===== config.mk =====
export PLATFORM = sky130hd
export DESIGN_NAME = mac_log_record_bsr_parser_core
export DESIGN_NICKNAME = d
export VERILOG_FILES = /design/src/hw/rtl/mlbp_pkg.sv /design/src/hw/rtl/mac_log_record_bsr_parser_core.sv /design/src/hw/rtl/mlbp_parser.sv
export VERILOG_INCLUDE_DIRS = /design/src /design/src/hw/rtl
export SDC_FILE = /design/constraint.sdc
export NUM_CORES = 1
export LEC_CHECK = 0
export BUFFER_PORTS_ARGS = -buffer_cell sky130_fd_sc_hd__buf_2
export CORE_MARGIN = 4
export CORE_UTILIZATION = 55
export DETAILED_ROUTE_END_ITERATION = 10
export PLACE_DENSITY = 0.75
export SLEW_MARGIN = 15
export SYNTH_ARGS = -nofsm -noshare
export SYNTH_HDL_FRONTEND = slang
export SYNTH_HIERARCHICAL = 1
export SYNTH_SLANG_ARGS = --single-unit

===== constraint.sdc =====
create_clock -name clk -period 20.9 [get_ports clk]
set_clock_uncertainty 0.05 [all_clocks]
set_input_delay 5.225 -clock clk [delete_from_list [all_inputs] [get_ports clk]]
set_output_delay 5.225 -clock clk [all_outputs]
set_load 0.02 [all_outputs]

===== src/hw/rtl/mac_log_record_bsr_parser_core_defines.svh =====
// Assertion macros used by the parser core RTL.
// Each macro expects clk and rst_n in scope of the module that uses it.
`ifndef MAC_LOG_RECORD_BSR_PARSER_CORE_DEFINES_SVH
`define MAC_LOG_RECORD_BSR_PARSER_CORE_DEFINES_SVH

// Same-cycle implication.
`define MLBP_ASSERT_IMPLY(label, ante, cons, msg) \
    label: assert property (@(posedge clk) disable iff (!rst_n) (ante) |-> (cons)) \
        else $error(msg);

// Next-cycle implication.
`define MLBP_ASSERT_NEXT(label, ante, cons, msg) \
    label: assert property (@(posedge clk) disable iff (!rst_n) (ante) |=> (cons)) \
        else $error(msg);

`endif


===== src/hw/rtl/mlbp_pkg.sv =====
package mlbp_pkg;

    // Record parse phase
    typedef enum logic [2:0] {
        PH_IDLE = 3'd0,
        PH_REC  = 3'd1,
        PH_SUB  = 3'd2,
        PH_SAMP = 3'd3,
        PH_ELEM = 3'd4
    } phase_t;

    // MAC subheader walk state
    typedef enum logic [2:0] {
        WK_SUBHDR = 3'd0,
        WK_LEN1   = 3'd1,
        WK_LEN2   = 3'd2,
        WK_CE0    = 3'd3,
        WK_CE1    = 3'd4,
        WK_CE2    = 3'd5,
        WK_DONE   = 3'd6
    } walk_t;

    // BSR kind codes
    localparam logic [1:0] KIND_NONE  = 2'd0;
    localparam logic [1:0] KIND_SHORT = 2'd1;
    localparam logic [1:0] KIND_LONG  = 2'd2;
    localparam logic [1:0] KIND_PAD   = 2'd3;

    localparam logic signed [2:0] GROUP_NONE = -3'sd1;

    // LCID values of interest
    localparam logic [4:0] LCID_SHORT_BSR = 5'd29;
    localparam logic [4:0] LCID_LONG_BSR  = 5'd30;
    localparam logic [4:0] LCID_PADDING   = 5'd31;
    localparam logic [4:0] LCID_MAX_SDU   = 5'd11;

    // Header geometry (octet offsets)
    localparam logic [7:0] REC_HDR_LAST   = 8'd3;
    localparam logic [7:0] SUB_HDR_LAST   = 8'd4;
    localparam logic [7:0] SAMP_FRAME_LO  = 8'd4;
    localparam logic [7:0] SAMP_FRAME_HI  = 8'd5;
    localparam logic [7:0] SAMP_GRANT_LO  = 8'd6;
    localparam logic [7:0] SAMP_GRANT_HI  = 8'd7;
    localparam logic [7:0] SAMP_PAD_LO    = 8'd9;
    localparam logic [7:0] SAMP_PAD_HI    = 8'd10;
    localparam logic [7:0] SAMP_EVENT     = 8'd11;
    localparam logic [7:0] SAMP_TRIGGER   = 8'd12;
    localparam logic [7:0] SAMP_HDR_LEN   = 8'd13;

    // One report; first declared member sits in the highest bits
    typedef struct packed {
        logic [23:0]        buffer_levels;
        logic signed [2:0]  group_id;
        logic [1:0]         bsr_kind;
        logic [2:0]         bsr_trigger;
        logic [1:0]         event_code;
        logic [15:0]        padding_bytes;
        logic [15:0]        grant_size;
        logic [11:0]        sysframe;
        logic [3:0]         subframe;
        logic [11:0]        first_sysframe;
        logic [3:0]         first_subframe;
    } result_t;

    localparam int RESULT_W = $bits(result_t);
    localparam int OUT_TDATA_W = ((RESULT_W + 7) / 8) * 8;

endpackage


===== src/hw/rtl/mac_log_record_bsr_parser_core.sv =====
// Uplink MAC log record BSR parser. Raw record octets enter on the slave stream, one
// octet per item, with tuser[0] set on the first octet of each record. One report leaves
// on the master stream for every sample header, after the sample's last MAC subheader
// octet (or after the sample header when its header length is zero). The block takes one
// octet per clock cycle with no gaps while the receiver keeps up. An accepted octet sits
// in the input register while the combinational parser update runs; the report it
// completes is loaded into the report register when the octet moves on, and tvalid is
// driven from that register. While a report waits for the receiver, the octet in the
// input register is held and the input stalls, whether or not that octet would complete
// another report.
`include "mac_log_record_bsr_parser_core_defines.svh"

module mac_log_record_bsr_parser_core
(
    input  logic                                clk,
    input  logic                                rst_n,
    input  logic                                s_axis_tvalid,
    output logic                                s_axis_tready,
    input  logic [7:0]                          s_axis_tdata,  // data_octet
    input  logic [0:0]                          s_axis_tuser,  // record_start
    output logic                                m_axis_tvalid,
    input  logic                                m_axis_tready,
    // first_subframe, first_sysframe, subframe, sysframe, grant_size, padding_bytes,
    // event_code, bsr_trigger, bsr_kind, group_id, buffer_levels, zero fill
    output logic [mlbp_pkg::OUT_TDATA_W-1:0]    m_axis_tdata
);

    logic               in_valid_reg;
    logic [7:0]         in_octet_reg;
    logic               in_start_reg;
    logic               out_valid_reg;
    mlbp_pkg::result_t  out_data_reg;
    logic               advance;
    logic               par_valid;
    mlbp_pkg::result_t  par_res;

    // Octet moves on when the report slot is free or draining
    assign advance       = in_valid_reg && (!out_valid_reg || m_axis_tready);
    assign s_axis_tready = !in_valid_reg || advance;

    // Input register
    always_ff @(posedge clk or negedge rst_n)
    begin
        if (!rst_n)
            in_valid_reg <= 1'b0;
        else if (s_axis_tready)
            in_valid_reg <= s_axis_tvalid;
    end

    always_ff @(posedge clk)
    begin
        if (s_axis_tvalid && s_axis_tready)
        begin
            in_octet_reg <= s_axis_tdata;
            in_start_reg <= s_axis_tuser[0];
        end
    end

    mlbp_parser u_parser
    (
        .clk       (clk),
        .rst_n     (rst_n),
        .step      (advance),
        .octet     (in_octet_reg),
        .start     (in_start_reg),
        .res_valid (par_valid),
        .res       (par_res)
    );

    // Report register
    always_ff @(posedge clk or negedge rst_n)
    begin
        if (!rst_n)
            out_valid_reg <= 1'b0;
        else if (advance && par_valid)
            out_valid_reg <= 1'b1;
        else if (m_axis_tready)
            out_valid_reg <= 1'b0;
    end

    always_ff @(posedge clk)
    begin
        if (advance && par_valid)
            out_data_reg <= par_res;
    end

    assign m_axis_tvalid = out_valid_reg;
    assign m_axis_tdata  = {{(mlbp_pkg::OUT_TDATA_W - mlbp_pkg::RESULT_W){1'b0}},
                            out_data_reg};

    // Checks
    `MLBP_ASSERT_IMPLY(a_res_on_step, par_valid, advance,
        "parser produced a report without taking an octet")
    `MLBP_ASSERT_NEXT(a_res_loaded, advance && par_valid, m_axis_tvalid,
        "report was not presented after the completing octet")
    `MLBP_ASSERT_IMPLY(a_group_kind, m_axis_tvalid &&
        out_data_reg.bsr_kind != mlbp_pkg::KIND_SHORT,
        out_data_reg.group_id == mlbp_pkg::GROUP_NONE,
        "group set on a report that is not a short BSR")

endmodule


===== src/hw/rtl/mlbp_parser.sv =====
// Parser state and per-octet update; one octet per step.
module mlbp_parser
(
    input  logic                clk,
    input  logic                rst_n,
    input  logic                step,
    input  logic [7:0]          octet,
    input  logic                start,
    output logic                res_valid,
    output mlbp_pkg::result_t   res
);

    mlbp_pkg::phase_t   phase_reg, phase_next;
    mlbp_pkg::walk_t    walk_reg, walk_next;
    logic [7:0]         pos_reg, pos_next;
    logic [7:0]         subs_reg, subs_next;
    logic [7:0]         samps_reg, samps_next;
    logic [7:0]         low_reg, low_next;
    logic [15:0]        frame_reg, frame_next;
    logic [15:0]        grant_reg, grant_next;
    logic [15:0]        pad_reg, pad_next;
    logic [4:0]         evtrig_reg, evtrig_next;
    logic [7:0]         hdr_len_reg, hdr_len_next;
    logic [15:0]        first_frame_reg, first_frame_next;
    logic [1:0]         kind_reg, kind_next;
    logic signed [2:0]  group_reg, group_next;
    logic [23:0]        levels_reg, levels_next;
    logic               first_pend_reg, first_pend_next;

    // State registers
    always_ff @(posedge clk or negedge rst_n)
    begin
        if (!rst_n)
        begin
            phase_reg       <= mlbp_pkg::PH_IDLE;
            walk_reg        <= mlbp_pkg::WK_SUBHDR;
            pos_reg         <= '0;
            subs_reg        <= '0;
            samps_reg       <= '0;
            low_reg         <= '0;
            frame_reg       <= '0;
            grant_reg       <= '0;
            pad_reg         <= '0;
            evtrig_reg      <= '0;
            hdr_len_reg     <= '0;
            first_frame_reg <= '0;
            kind_reg        <= mlbp_pkg::KIND_NONE;
            group_reg       <= mlbp_pkg::GROUP_NONE;
            levels_reg      <= '0;
            first_pend_reg  <= 1'b0;
        end
        else
        begin
            phase_reg       <= phase_next;
            walk_reg        <= walk_next;
            pos_reg         <= pos_next;
            subs_reg        <= subs_next;
            samps_reg       <= samps_next;
            low_reg         <= low_next;
            frame_reg       <= frame_next;
            grant_reg       <= grant_next;
            pad_reg         <= pad_next;
            evtrig_reg      <= evtrig_next;
            hdr_len_reg     <= hdr_len_next;
            first_frame_reg <= first_frame_next;
            kind_reg        <= kind_next;
            group_reg       <= group_next;
            levels_reg      <= levels_next;
            first_pend_reg  <= first_pend_next;
        end
    end

    // Next state and report
    always_comb
    begin
        logic       finish;
        logic [4:0] lcid;
        logic       ext;

        finish           = 1'b0;
        lcid             = octet[4:0];
        ext              = octet[5];
        phase_next       = phase_reg;
        walk_next        = walk_reg;
        pos_next         = pos_reg;
        subs_next        = subs_reg;
        samps_next       = samps_reg;
        low_next         = low_reg;
        frame_next       = frame_reg;
        grant_next       = grant_reg;
        pad_next         = pad_reg;
        evtrig_next      = evtrig_reg;
        hdr_len_next     = hdr_len_reg;
        first_frame_next = first_frame_reg;
        kind_next        = kind_reg;
        group_next       = group_reg;
        levels_next      = levels_reg;
        first_pend_next  = first_pend_reg;

        if (step)
        begin
            // Record start drops whatever was in progress
            if (start)
            begin
                phase_next       = mlbp_pkg::PH_REC;
                walk_next        = mlbp_pkg::WK_SUBHDR;
                pos_next         = '0;
                subs_next        = '0;
                samps_next       = '0;
                low_next         = '0;
                frame_next       = '0;
                grant_next       = '0;
                pad_next         = '0;
                evtrig_next      = '0;
                hdr_len_next     = '0;
                first_frame_next = '0;
                kind_next        = mlbp_pkg::KIND_NONE;
                group_next       = mlbp_pkg::GROUP_NONE;
                levels_next      = '0;
                first_pend_next  = 1'b0;
            end

            case (phase_next)
                mlbp_pkg::PH_REC:
                begin
                    if (pos_next == '0)
                        subs_next = octet;
                    if (pos_next == mlbp_pkg::REC_HDR_LAST)
                    begin
                        pos_next   = '0;
                        phase_next = (subs_next != '0) ? mlbp_pkg::PH_SUB
                                                       : mlbp_pkg::PH_IDLE;
                    end
                    else
                        pos_next = pos_next + 8'd1;
                end

                mlbp_pkg::PH_SUB:
                begin
                    if (pos_next == mlbp_pkg::SUB_HDR_LAST)
                    begin
                        samps_next = octet;
                        pos_next   = '0;
                        if (subs_next != '0)
                            subs_next = subs_next - 8'd1;
                        first_pend_next = 1'b1;
                        if (samps_next != '0)
                            phase_next = mlbp_pkg::PH_SAMP;
                        else if (subs_next != '0)
                            phase_next = mlbp_pkg::PH_SUB;
                        else
                            phase_next = mlbp_pkg::PH_IDLE;
                    end
                    else
                        pos_next = pos_next + 8'd1;
                end

                mlbp_pkg::PH_SAMP:
                begin
                    // Sample header field capture, 16-bit words little-endian
                    case (pos_next) inside
                        mlbp_pkg::SAMP_FRAME_LO, mlbp_pkg::SAMP_GRANT_LO,
                        mlbp_pkg::SAMP_PAD_LO:
                            low_next = octet;
                        mlbp_pkg::SAMP_FRAME_HI:
                        begin
                            frame_next = {octet, low_next};
                            if (first_pend_next)
                            begin
                                first_frame_next = frame_next;
                                first_pend_next  = 1'b0;
                            end
                        end
                        mlbp_pkg::SAMP_GRANT_HI:
                            grant_next = {octet, low_next};
                        mlbp_pkg::SAMP_PAD_HI:
                            pad_next = {octet, low_next};
                        mlbp_pkg::SAMP_EVENT:
                            evtrig_next = {3'b000, octet[1:0]};
                        mlbp_pkg::SAMP_TRIGGER:
                            evtrig_next = {octet[2:0], evtrig_next[1:0]};
                        default:
                        begin
                        end
                    endcase

                    if (pos_next == mlbp_pkg::SAMP_HDR_LEN)
                    begin
                        hdr_len_next = octet;
                        walk_next    = mlbp_pkg::WK_SUBHDR;
                        kind_next    = mlbp_pkg::KIND_NONE;
                        group_next   = mlbp_pkg::GROUP_NONE;
                        levels_next  = '0;
                        pos_next     = '0;
                        if (octet == '0)
                            finish = 1'b1;
                        else
                            phase_next = mlbp_pkg::PH_ELEM;
                    end
                    else
                        pos_next = pos_next + 8'd1;
                end

                mlbp_pkg::PH_ELEM:
                begin
                    // MAC subheader walk
                    case (walk_next)
                        mlbp_pkg::WK_SUBHDR:
                        begin
                            if (lcid == mlbp_pkg::LCID_SHORT_BSR)
                                kind_next = mlbp_pkg::KIND_SHORT;
                            else if (lcid == mlbp_pkg::LCID_LONG_BSR)
                                kind_next = mlbp_pkg::KIND_LONG;
                            else if (lcid == mlbp_pkg::LCID_PADDING &&
                                     kind_next == mlbp_pkg::KIND_NONE)
                                kind_next = mlbp_pkg::KIND_PAD;
                            if (ext && lcid <= mlbp_pkg::LCID_MAX_SDU)
                                walk_next = mlbp_pkg::WK_LEN1;
                            else if (!ext)
                                walk_next = mlbp_pkg::WK_CE0;
                        end
                        mlbp_pkg::WK_LEN1:
                            walk_next = octet[7] ? mlbp_pkg::WK_LEN2
                                                 : mlbp_pkg::WK_SUBHDR;
                        mlbp_pkg::WK_LEN2:
                            walk_next = mlbp_pkg::WK_SUBHDR;
                        mlbp_pkg::WK_CE0:
                        begin
                            if (kind_next == mlbp_pkg::KIND_SHORT)
                            begin
                                group_next = $signed({1'b0, octet[7:6]});
                                case (octet[7:6])
                                    2'd0:    levels_next = {octet[5:0], 18'd0};
                                    2'd1:    levels_next = {6'd0, octet[5:0], 12'd0};
                                    2'd2:    levels_next = {12'd0, octet[5:0], 6'd0};
                                    default: levels_next = {18'd0, octet[5:0]};
                                endcase
                                walk_next = mlbp_pkg::WK_DONE;
                            end
                            else if (kind_next == mlbp_pkg::KIND_LONG)
                            begin
                                levels_next = {octet, 16'd0};
                                walk_next   = mlbp_pkg::WK_CE1;
                            end
                            else
                                walk_next = mlbp_pkg::WK_DONE;
                        end
                        mlbp_pkg::WK_CE1:
                        begin
                            levels_next = levels_next | {8'd0, octet, 8'd0};
                            walk_next   = mlbp_pkg::WK_CE2;
                        end
                        mlbp_pkg::WK_CE2:
                        begin
                            levels_next = levels_next | {16'd0, octet};
                            walk_next   = mlbp_pkg::WK_DONE;
                        end
                        default:
                        begin
                        end
                    endcase
                    pos_next = pos_next + 8'd1;
                    if (pos_next >= hdr_len_next)
                        finish = 1'b1;
                end

                default:
                begin
                end
            endcase

            // End of sample: truncated CE clears the BSR, then step counters
            if (finish)
            begin
                if (walk_next == mlbp_pkg::WK_CE0 || walk_next == mlbp_pkg::WK_CE1 ||
                    walk_next == mlbp_pkg::WK_CE2)
                begin
                    kind_next   = mlbp_pkg::KIND_NONE;
                    group_next  = mlbp_pkg::GROUP_NONE;
                    levels_next = '0;
                end
                pos_next = '0;
                if (samps_next != '0)
                    samps_next = samps_next - 8'd1;
                if (samps_next != '0)
                    phase_next = mlbp_pkg::PH_SAMP;
                else if (subs_next != '0)
                    phase_next = mlbp_pkg::PH_SUB;
                else
                    phase_next = mlbp_pkg::PH_IDLE;
            end
        end

        res_valid          = finish;
        res.first_subframe = first_frame_next[3:0];
        res.first_sysframe = first_frame_next[15:4];
        res.subframe       = frame_next[3:0];
        res.sysframe       = frame_next[15:4];
        res.grant_size     = grant_next;
        res.padding_bytes  = pad_next;
        res.event_code     = evtrig_next[1:0];
        res.bsr_trigger    = evtrig_next[4:2];
        res.bsr_kind       = kind_next;
        res.group_id       = group_next;
        res.buffer_levels  = levels_next;
    end

endmodule


==> impl_metrics.toml, run 1 <==
[logic_synthesis]
async_flop_share = 0.5787
synthDistinctLibCells = 91
syn_avg_cell_area_um2 = 11.67
netlist_instances = 1022
synth_edf_count = 107
synth.area.top_cells = "dfrtp_1 30%, edfxtp_1 27%, a22o_1 3.6%"
synthFlopType = "dfrtp_1"
synth_warnings = 6
yosysTopAreaCellShare = 0.3021
synth.yosys.seq_area_share = 0.5780
synth_area_mm2 = 0.01193
yosysTopAreaCell = "dfrtp_1"
ys_ff_latch = 254

[place]
placed_area_mm2 = 0.01256
gp_congestion = 0.8972
dpl.hpwl_um = 17420
io_buffers = 112
placed_cells = 1350

[clock_tree]
cts_hold_buf = 0
path_clk_slew_ns = 0.06
numClockSinks = 254
insertion_delay_ns = 0.54
postCtsSetupRepairBufs = 0
ctsRootBufferMaster = "clkbuf_16"
clockBufferDepth = 3
cts.repair.resized = 0
htree_levels = 1
cts_tree = "yes"
cts_buffers = 26

[timing]
final.setup.tns_ns = 0
hold_slack_ns = 0.4455
hold_violations = 0
fin_crit_ns = 10.91
finalCritPeriodShare = 0.5221
setup_viol = 0
slew_viol_final = 0
worst_pin_slew_ns = 1.042
rsz0062_at_grt = "false"
timing.fmax_ghz = 0.09165
slew_headroom = 0.3028

[worst_setup_path]
worstSetupPathType = "in -> out"
path_max_fanout = 3
critPathLaunchType = "primary input"
required_ns = 15.63
worstPathArrival_ns = 5.64
endpoint_kind = "output port"

[die]
rows = 53
io_pins = 119
core_region_area_mm2 = 0.02115
start_util = 0.5639
die_width_um = 155.3
die_h_um = 155.3
die-area_mm2 = 0.02411

[cells_and_area]
fin_cells = 1398
largest_reg_flops = 98
num_antenna_cells = 0
drive_gt1_frac = 0.1897
area_growth_pct = 12.67
design_area_mm2 = 0.01344
nets = 1130

[global_routing]
overflow = 0
grt_use_met2 = 0.3686
busiest_layer = "met2"
grt_max_degree = 81
grt_antenna_before_repair = 0
grt_usage = 0.2381
met1_usage = 0.3561
grt_pass1_vias = 8528
met3_usage = 0.03894
grt_pass1_wl_um = 46780

[drt]
drtAntennaViolNets = 0
vias = 8844
firstDrtPassIters = 6
finalWirelength_um = 29110
drc_errors = 0
drt_iter0_drc = 856
routed_via_density = 6.326
wl_per_cell_um = 20.82

[power_and_ir_drop]
irDropWorstVdd_mv = 0.06329
p_leak_nw = 5.536
powerDensity_mw_per_mm2 = 84.99

[status]
status = "complete, no violations"

[hold_path]
hold_class = "reg -> reg"

[job]
drv_cap = 0
-- layer usage --
metal | routed length [µm] | share of wire
met5 | 0 | 0
met4 | 623 | 0.021
met3 | 2525 | 0.087
met2 | 13400 | 0.46
met1 | 12560 | 0.43
-- path summary, 6_finish.rpt --
kind / startpoint / to / slack, ns / cells past startpoint
max: m_axis_tready / s_axis_tready / 9.99 / 3
max in group asynchronous: rst_n / u_parser/grant_reg[2] / 14.76 / 2
max reg2reg: in_start_reg / m_axis_tdata[27] / 15.47 / 17
min in group asynchronous: rst_n / u_parser/samps_reg[3] / 4.66 / 1
min: u_parser/frame_reg[12] / u_parser/frame_reg[12] / 0.45 / 1
min reg2reg: u_parser/frame_reg[12] / u_parser/frame_reg[12] / 0.45 / 1
-- logic make-up after synthesis --
kind of cell | synth area share
AO/OA/AOI/OAI | 0.2166
AND/OR/NAND/NOR | 0.1200
flip-flops | 0.5780
buffers and inverters | 0.04804
multiplexers | 0.01500
adder cells (fa/ha/maj) | 0.01468
XOR/XNOR | 0.007342
other | 0.0003144
-- critical path, cell delays in order --
cell and delay, ns:
buf_2 0.10, nand3b_4 0.15, buf_2 0.16
-- synth_stat cells (13+ instances only) --
| master | instances |
|---|---|
| dfrtp_1 | 144 |
| edfxtp_1 | 107 |
| nand2_1 | 77 |
| nor2_1 | 57 |
| a22oi_1 | 50 |
| a22o_1 | 49 |
| clkbuf_1 | 46 |
| o2bb2ai_1 | 46 |
| o21ai_0 | 45 |
| a21oi_1 | 36 |
| inv_1 | 36 |
| buf_4 | 19 |
| o22ai_1 | 18 |
| nor3_1 | 17 |
| nand3_1 | 15 |
| ha_1 | 14 |
| a31oi_1 | 13 |
| mux2i_1 | 13 |
-- stage by stage --
| step | total power, mW | util | worst slack, ns |
|---|---|---|---|
| finish | 1.142 | 0.6354 | 9.988 |
| global route | 1.187 | 0.6354 | 9.963 |
| CTS | 1.147 | 0.6354 | 9.984 |
| detailed placement | 0.6768 | 0.5940 | 9.985 |
| global placement | 0.6735 | 0.5940 | 9.992 |
| floorplan | 0.6423 | - | 9.668 |
-- cell type report --
type | instances | area, µm²
repair buffers | 129 | 694.4
inverters | 38 | 142.6
clock buffers | 34 | 700.7
multi-input cells | 654 | 4488
well taps | 275 | 344.1
fillers | 1646 | 7714
clock inverters | 14 | 175.2
flip-flops and latches | 254 | 6895
-- where the power goes --
| group | leakage (nW) | internal, mW | switching [mW] |
|---|---|---|---|
| sequential | 3.08 | 0.531 | 0.0167 |
| combinational | 2.03 | 0.0410 | 0.0824 |
| clock | 0.420 | 0.276 | 0.196 |
-- placed cells by master (no fill, tap or decap), drive strengths merged, types with 9 or more instances in the layout --
cell,netlist,layout
nor3,17,17
nand2,78,78
clkinv,2,9
o21ai,49,49
a21oi,38,38
nand3,15,15
buf,34,129
o211ai,9,9
inv,36,37
a22o,49,49
a22oi,50,50
mux2i,13,13
o22ai,18,18
a31oi,13,13
ha,14,14
clkbuf,47,34
a211oi,10,10
a221oi,11,11
o2bb2ai,46,46
nand4,10,10
edfxtp,107,107
dfrtp,144,144
nor2b,12,12
nor2,60,60
(Power assumes the default switching activity.)
==> run 2: changes to the inputs <==
Clock period 20.9 ns to 10.6 ns, I/O delays scaled along.
==> run 2 against run 1 <==
  * Clock power grew 90%
  * Non-clock buffer count decreased by 1
  * Count of clock-buffer cells in the layout fell by 1
  * Combinational power increased by 94%
  * Critical endpoint unchanged
  * Largest cell class unchanged
==> impl_metrics.toml, run 2 (same netlist as run 1, synthesis figures left out) <==
[status]
status = "complete, no violations"

[drt]
vias = 8886
drtAntennaViolNets = 0
routed_via_density = 6.361
drc_errors = 0
firstDrtPassIters = 5
finalWirelength_um = 29220
drt_iter0_drc = 785
wl_per_cell_um = 20.91

[timing]
rsz0062_at_grt = "false"
finalWorstSetupSlack_ns = 4.837
timing.fmax_ghz = 0.1735
hold_violations = 0
final.setup.tns_ns = 0
fin_crit_ns = 5.763
slew_viol_final = 0
worst_pin_slew_ns = 1.108
slew_headroom = 0.2588
setup_viol = 0
finalCritPeriodShare = 0.5437

[global_routing]
grt_pass1_vias = 8588
grt_usage = 0.2357
overflow = 0
grt_max_degree = 78
grt_antenna_before_repair = 0
grt_pass1_wl_um = 46400

[die]
rows = 53
core_region_area_mm2 = 0.02115
die-area_mm2 = 0.02411
die_width_um = 155.3
die_h_um = 155.3
start_util = 0.5639
io_pins = 119

[place]
dpl.hpwl_um = 17660
io_buffers = 112
gp_congestion = 0.8626
placed_area_mm2 = 0.01256
dp_slack_ns = 4.836

[cells_and_area]
largest_reg_flops = 98
layout_commonest_cell = "dfrtp_1"
area_growth_pct = 12.31
nets = 1129
design_area_mm2 = 0.01340
mostFrequentLayoutCells = "144 x dfrtp_1, 111 x buf_2, 107 x edfxtp_1, 77 x nand2_1, 57 x nor2_1"
num_antenna_cells = 0
drive_gt1_frac = 0.1872

[power_and_ir_drop]
finalPower_mw = 2.218
powerDensity_mw_per_mm2 = 165.6
irDropWorstVdd_mv = 0.1093
p_leak_nw = 5.518

[job]
drv_cap = 0

[worst_setup_path]
endpoint_kind = "output port"
required_ns = 7.90
worstSetupPathType = "in -> out"
worstPathArrival_ns = 3.06
path_max_fanout = 3
critPathLaunchType = "primary input"

[hold_path]
hold_class = "reg -> reg"

[clock_tree]
clockBufferDepth = 3
insertion_delay_ns = 0.54
cts.repair.resized = 0
cts_tree = "yes"
postCtsSetupRepairBufs = 0
path_clk_slew_ns = 0.06
htree_levels = 1
cts_buffers = 26
ctsRootBufferMaster = "clkbuf_16"
numClockSinks = 254
cts_hold_buf = 0
==> run 2: worst max-delay path, cell delays in order <==
cell and delay [ns]:
buf_2 0.11, nand3b_4 0.15, buf_2 0.16
==> run 2: final timing paths <==
| check | startpoint | end | slack, ns | cells past startpoint |
|---|---|---|---|---|
| max | m_axis_tready | s_axis_tready | 4.84 | 3 |
| min | u_parser/pad_reg[14] | u_parser/pad_reg[14] | 0.44 | 1 |
| max reg2reg | in_start_reg | m_axis_tdata[96] | 5.36 | 19 |
| min reg2reg | u_parser/pad_reg[14] | u_parser/pad_reg[14] | 0.44 | 1 |
| max in group asynchronous | rst_n | u_parser/subs_reg[7] | 6.97 | 2 |
| min in group asynchronous | rst_n | u_parser/subs_reg[3] | 2.04 | 1 |
==> run 2: area by class of cell <==
type	count	area, µm²
well taps	275	344.1
clock buffers	33	686.9
clock inverters	15	153.9
flip-flops and latches	254	6895
inverters	38	142.6
multi-input cells	654	4488
fillers	1600	7756
repair buffers	128	686.9
==> run 2: where the power goes <==
| group | internal [mW] | switching, mW | leakage [nW] | total (mW) |
|---|---|---|---|---|
| Sequential | 1.05 | 0.0358 | 3.08 | 1.08 |
| Clock | 0.513 | 0.384 | 0.406 | 0.897 |
| Combinational | 0.0805 | 0.158 | 2.03 | 0.239 |
==> run 2: per-layer routing <==
layer  global-route usage  wire length (µm)
met5                    0                 0
met1               0.3421             12610
met4              0.08003               821
met3              0.04284              2398
met2               0.3626             13390
==> run 2: through the flow <==
step / std cells / utilization / hold WS, ns
detailed placement: 1349 / 0.5936 / 0.4275
global placement: 1349 / 0.5936 / 0.4250
CTS: 1397 / 0.6333 / 0.4458
floorplan: 1027 / - / 0.4084
finish: 1397 / 0.6333 / 0.4448
global route: 1397 / 0.6333 / 0.4613
==> run 3: changes to the inputs <==
Settings changed: ABC_AREA from default to 1, CORE_UTILIZATION 55 to 54, PLACE_DENSITY 0.75 to 0.76.
Clock period 10.6 ns to 4.7 ns, I/O delays scaled along.
==> run 3 against run 2 <==
  * Non-clock buffer count increased by 16
  * Highest routed layer unchanged
  * Combinational power increased by 150%
  * Critical path depth rose by 13
  * Flip-flop and latch count is the same
  * Largest cell class unchanged
  * Sequential power increased by 120%
==> impl_metrics.toml, run 3 <==
[status]
status = "complete, no violations"

[die]
start_util = 0.5506
core_region_area_mm2 = 0.02354
io_pins = 119
rows = 56
die-area_mm2 = 0.02655
die_h_um = 162.9
die_width_um = 162.9

[logic_synthesis]
ys_ff_latch = 254
synth_compound_area_frac = 0.1753
yosysMostFrequentCell = "nand2_1"
async_flop_share = 0.5787
synthSimpleGateAreaFrac = 0.1958
synthFlopType = "dfrtp_1"
synth_area_mm2 = 0.01296
synthDistinctLibCells = 50
netlist_instances = 1482
synth_edf_count = 107
yosysTopAreaCell = "dfrtp_1"
synth.yosys.seq_area_share = 0.5319
syn_avg_cell_area_um2 = 8.747
yosysTopAreaCellShare = 0.2780
synth_mux_area_frac = 0
synth_top_family_by_area = "simple AND/OR/NAND/NOR gates"
synth_xor_area_frac = 0.006081
synthAdderAreaFrac = 0.01351
yosys-top-cells-count = "330 x nand2_1, 185 x o21ai_0, 148 x inv_1, 144 x dfrtp_1, 107 x edfxtp_1"
synth_warnings = 6
synth.area.top_cells = "dfrtp_1 28%, edfxtp_1 25%, nand2_1 9.6%"

[worst_setup_path]
crit_slowest_cell = "nand3_2"
crit_family = "simple AND/OR/NAND/NOR gates"
worst-path-buf-inv = 1
worstPathArrival_ns = 4.18
cp_num_cells = 16
slowest_delay_ns = 0.62
r2r_cells = 16
path_max_fanout = 29
worstSetupPathType = "reg -> reg"
worst_path_most_repeated_cell = "nand2_1"
endpoint_kind = "flip-flop"
crit_path_cell_trace = "nor2_1 -> ha_2 -> nand3_2 -> nor3_2 -> xor2_1 -> inv_1 -> ha_1 -> nand2_1 -> nor2_1 -> nand4_1 -> o2111ai_1 -> nand2_1 -> o21ai_4 -> nand3_2 -> nand3_1 -> nand2_1"
critPathLaunchType = "flip-flop"
required_ns = 4.93

[clock_tree]
cts_buffers = 26
clockBufferDepth = 3
numClockSinks = 254
path_clk_slew_ns = 0.07
cts_hold_buf = 0
ctsRootBufferMaster = "clkbuf_16"
cts.repair.resized = 0
cts_tree = "yes"
insertion_delay_ns = 0.54
htree_levels = 1
postCtsSetupRepairBufs = 0

[drt]
finalWirelength_um = 33770
drt_iter0_drc = 1030
drc_errors = 0
wl_per_cell_um = 17.65
routed_via_density = 5.673
vias = 10852
drtAntennaViolNets = 0
firstDrtPassIters = 7

[cells_and_area]
drive_gt1_frac = 0.1650
nets = 1601
nFillCells = 2019
largest_reg_flops = 98
mostFrequentLayoutCells = "330 x nand2_1, 185 x o21ai_0, 147 x inv_1, 144 x dfrtp_1, 111 x buf_2"
num_antenna_cells = 0
layout_commonest_cell = "nand2_1"
area_growth_pct = 13.88

[place]
dpl.hpwl_um = 22240
gp_congestion = 0.9675
io_buffers = 112

[power_and_ir_drop]
finalPower_mw = 5.065
switchingPower_mw = 1.359
power_frac_comb = 0.116
p_leak_nw = 6.184
clkPwrFrac = 0.415
pwr-share-seq = 0.469
p_sw_frac = 0.2684
p_int_mw = 3.705
irDropWorstVdd_mv = 0.2634
powerDensity_mw_per_mm2 = 343.1

[hold_path]
hold_depth = 2
hold_class = "reg -> reg"

[timing]
fin_crit_ns = 3.944
final.setup.tns_ns = 0
setup_viol = 0
worst_pin_slew_ns = 0.8786
finalCritPeriodShare = 0.8391
rsz0062_at_grt = "false"
hold_violations = 0
timing.fmax_ghz = 0.2536
slew_viol_final = 0
slew_headroom = 0.4142

[global_routing]
overflow = 0
grt_pass1_wl_um = 54400
grt_usage = 0.2540
grt_antenna_before_repair = 0
grt_max_degree = 201
grt_pass1_vias = 10426

[job]
drv_cap = 0
[run 3: stage by stage]
step,area [µm²],std cells,utilization,hold WS [ns],setup slack (ns)
finish,14760,1913,0.6270,0.4328,0.7564
CTS,14760,1913,0.6270,0.4358,0.7724
global placement,13880,1865,0.5896,0.4121,0.8928
global route,14760,1913,0.6270,0.4612,0.4276
detailed placement,13880,1865,0.5896,0.4193,0.7736
floorplan,13040,1487,-,0.3992,-0.09120
[run 3: cell type report]
class	instances	area (µm²)	area share
clock buffers	28	689.4	0.04670
flip-flops and latches	254	6895	0.4671
clock inverters	20	192.7	0.01305
multi-input cells	987	5121	0.3469
repair buffers	144	857.1	0.05806
well taps	319	399.1	0.02704
inverters	161	606.8	0.04111
[run 3: worst min-delay path, cell delays in order (launching register included)]
cell	delay (ns)
dfrtp_1	0.34
nand2_1	0.05
nand2_1	0.06
[run 3: power by group through the flow]
stage	sequential (mW)	combinational, mW	clock [mW]
3_3_place_gp	2.42	0.570	0
4_1_cts	2.38	0.575	2.13
2_1_floorplan	2.41	0.414	0
5_1_grt	2.38	0.655	2.25
6_report	2.38	0.586	2.10
3_5_place_dp	2.42	0.573	0
[run 3: path summary, 6_finish.rpt]
check                      slack, ns                          end                    start
setup / recovery                0.76             m_axis_tdata[77]             in_start_reg
hold / removal                  0.43      u_parser/hdr_len_reg[5]  u_parser/hdr_len_reg[5]
setup reg to reg                0.76             m_axis_tdata[77]             in_start_reg
hold reg to reg                 0.43      u_parser/hdr_len_reg[5]  u_parser/hdr_len_reg[5]
max in group asynchronous       3.07      u_parser/hdr_len_reg[2]                    rst_n
min in group asynchronous       0.70  u_parser/first_frame_reg[9]                    rst_n
[run 3: per-layer routing]
metal  part of all wire  wire length [µm]  track usage
met3              0.083              2802      0.04353
met1               0.44             14790       0.3634
met4              0.018               618      0.06443
met5                  0                 0            0
met2               0.46             15570       0.4074
[run 3: kinds of logic (layout without fill, tap and decap cells)]
kind of cell               count (synthesis)  in the layout
buffers and inverters                    246            353
other                                      1              6
DFF                                      254            254
xor gates and xnor gates                   9              9
AOI/OAI and AO/OA                        396            396
and+or+nand+nor                          562            562
adders and majority gates                 14             14
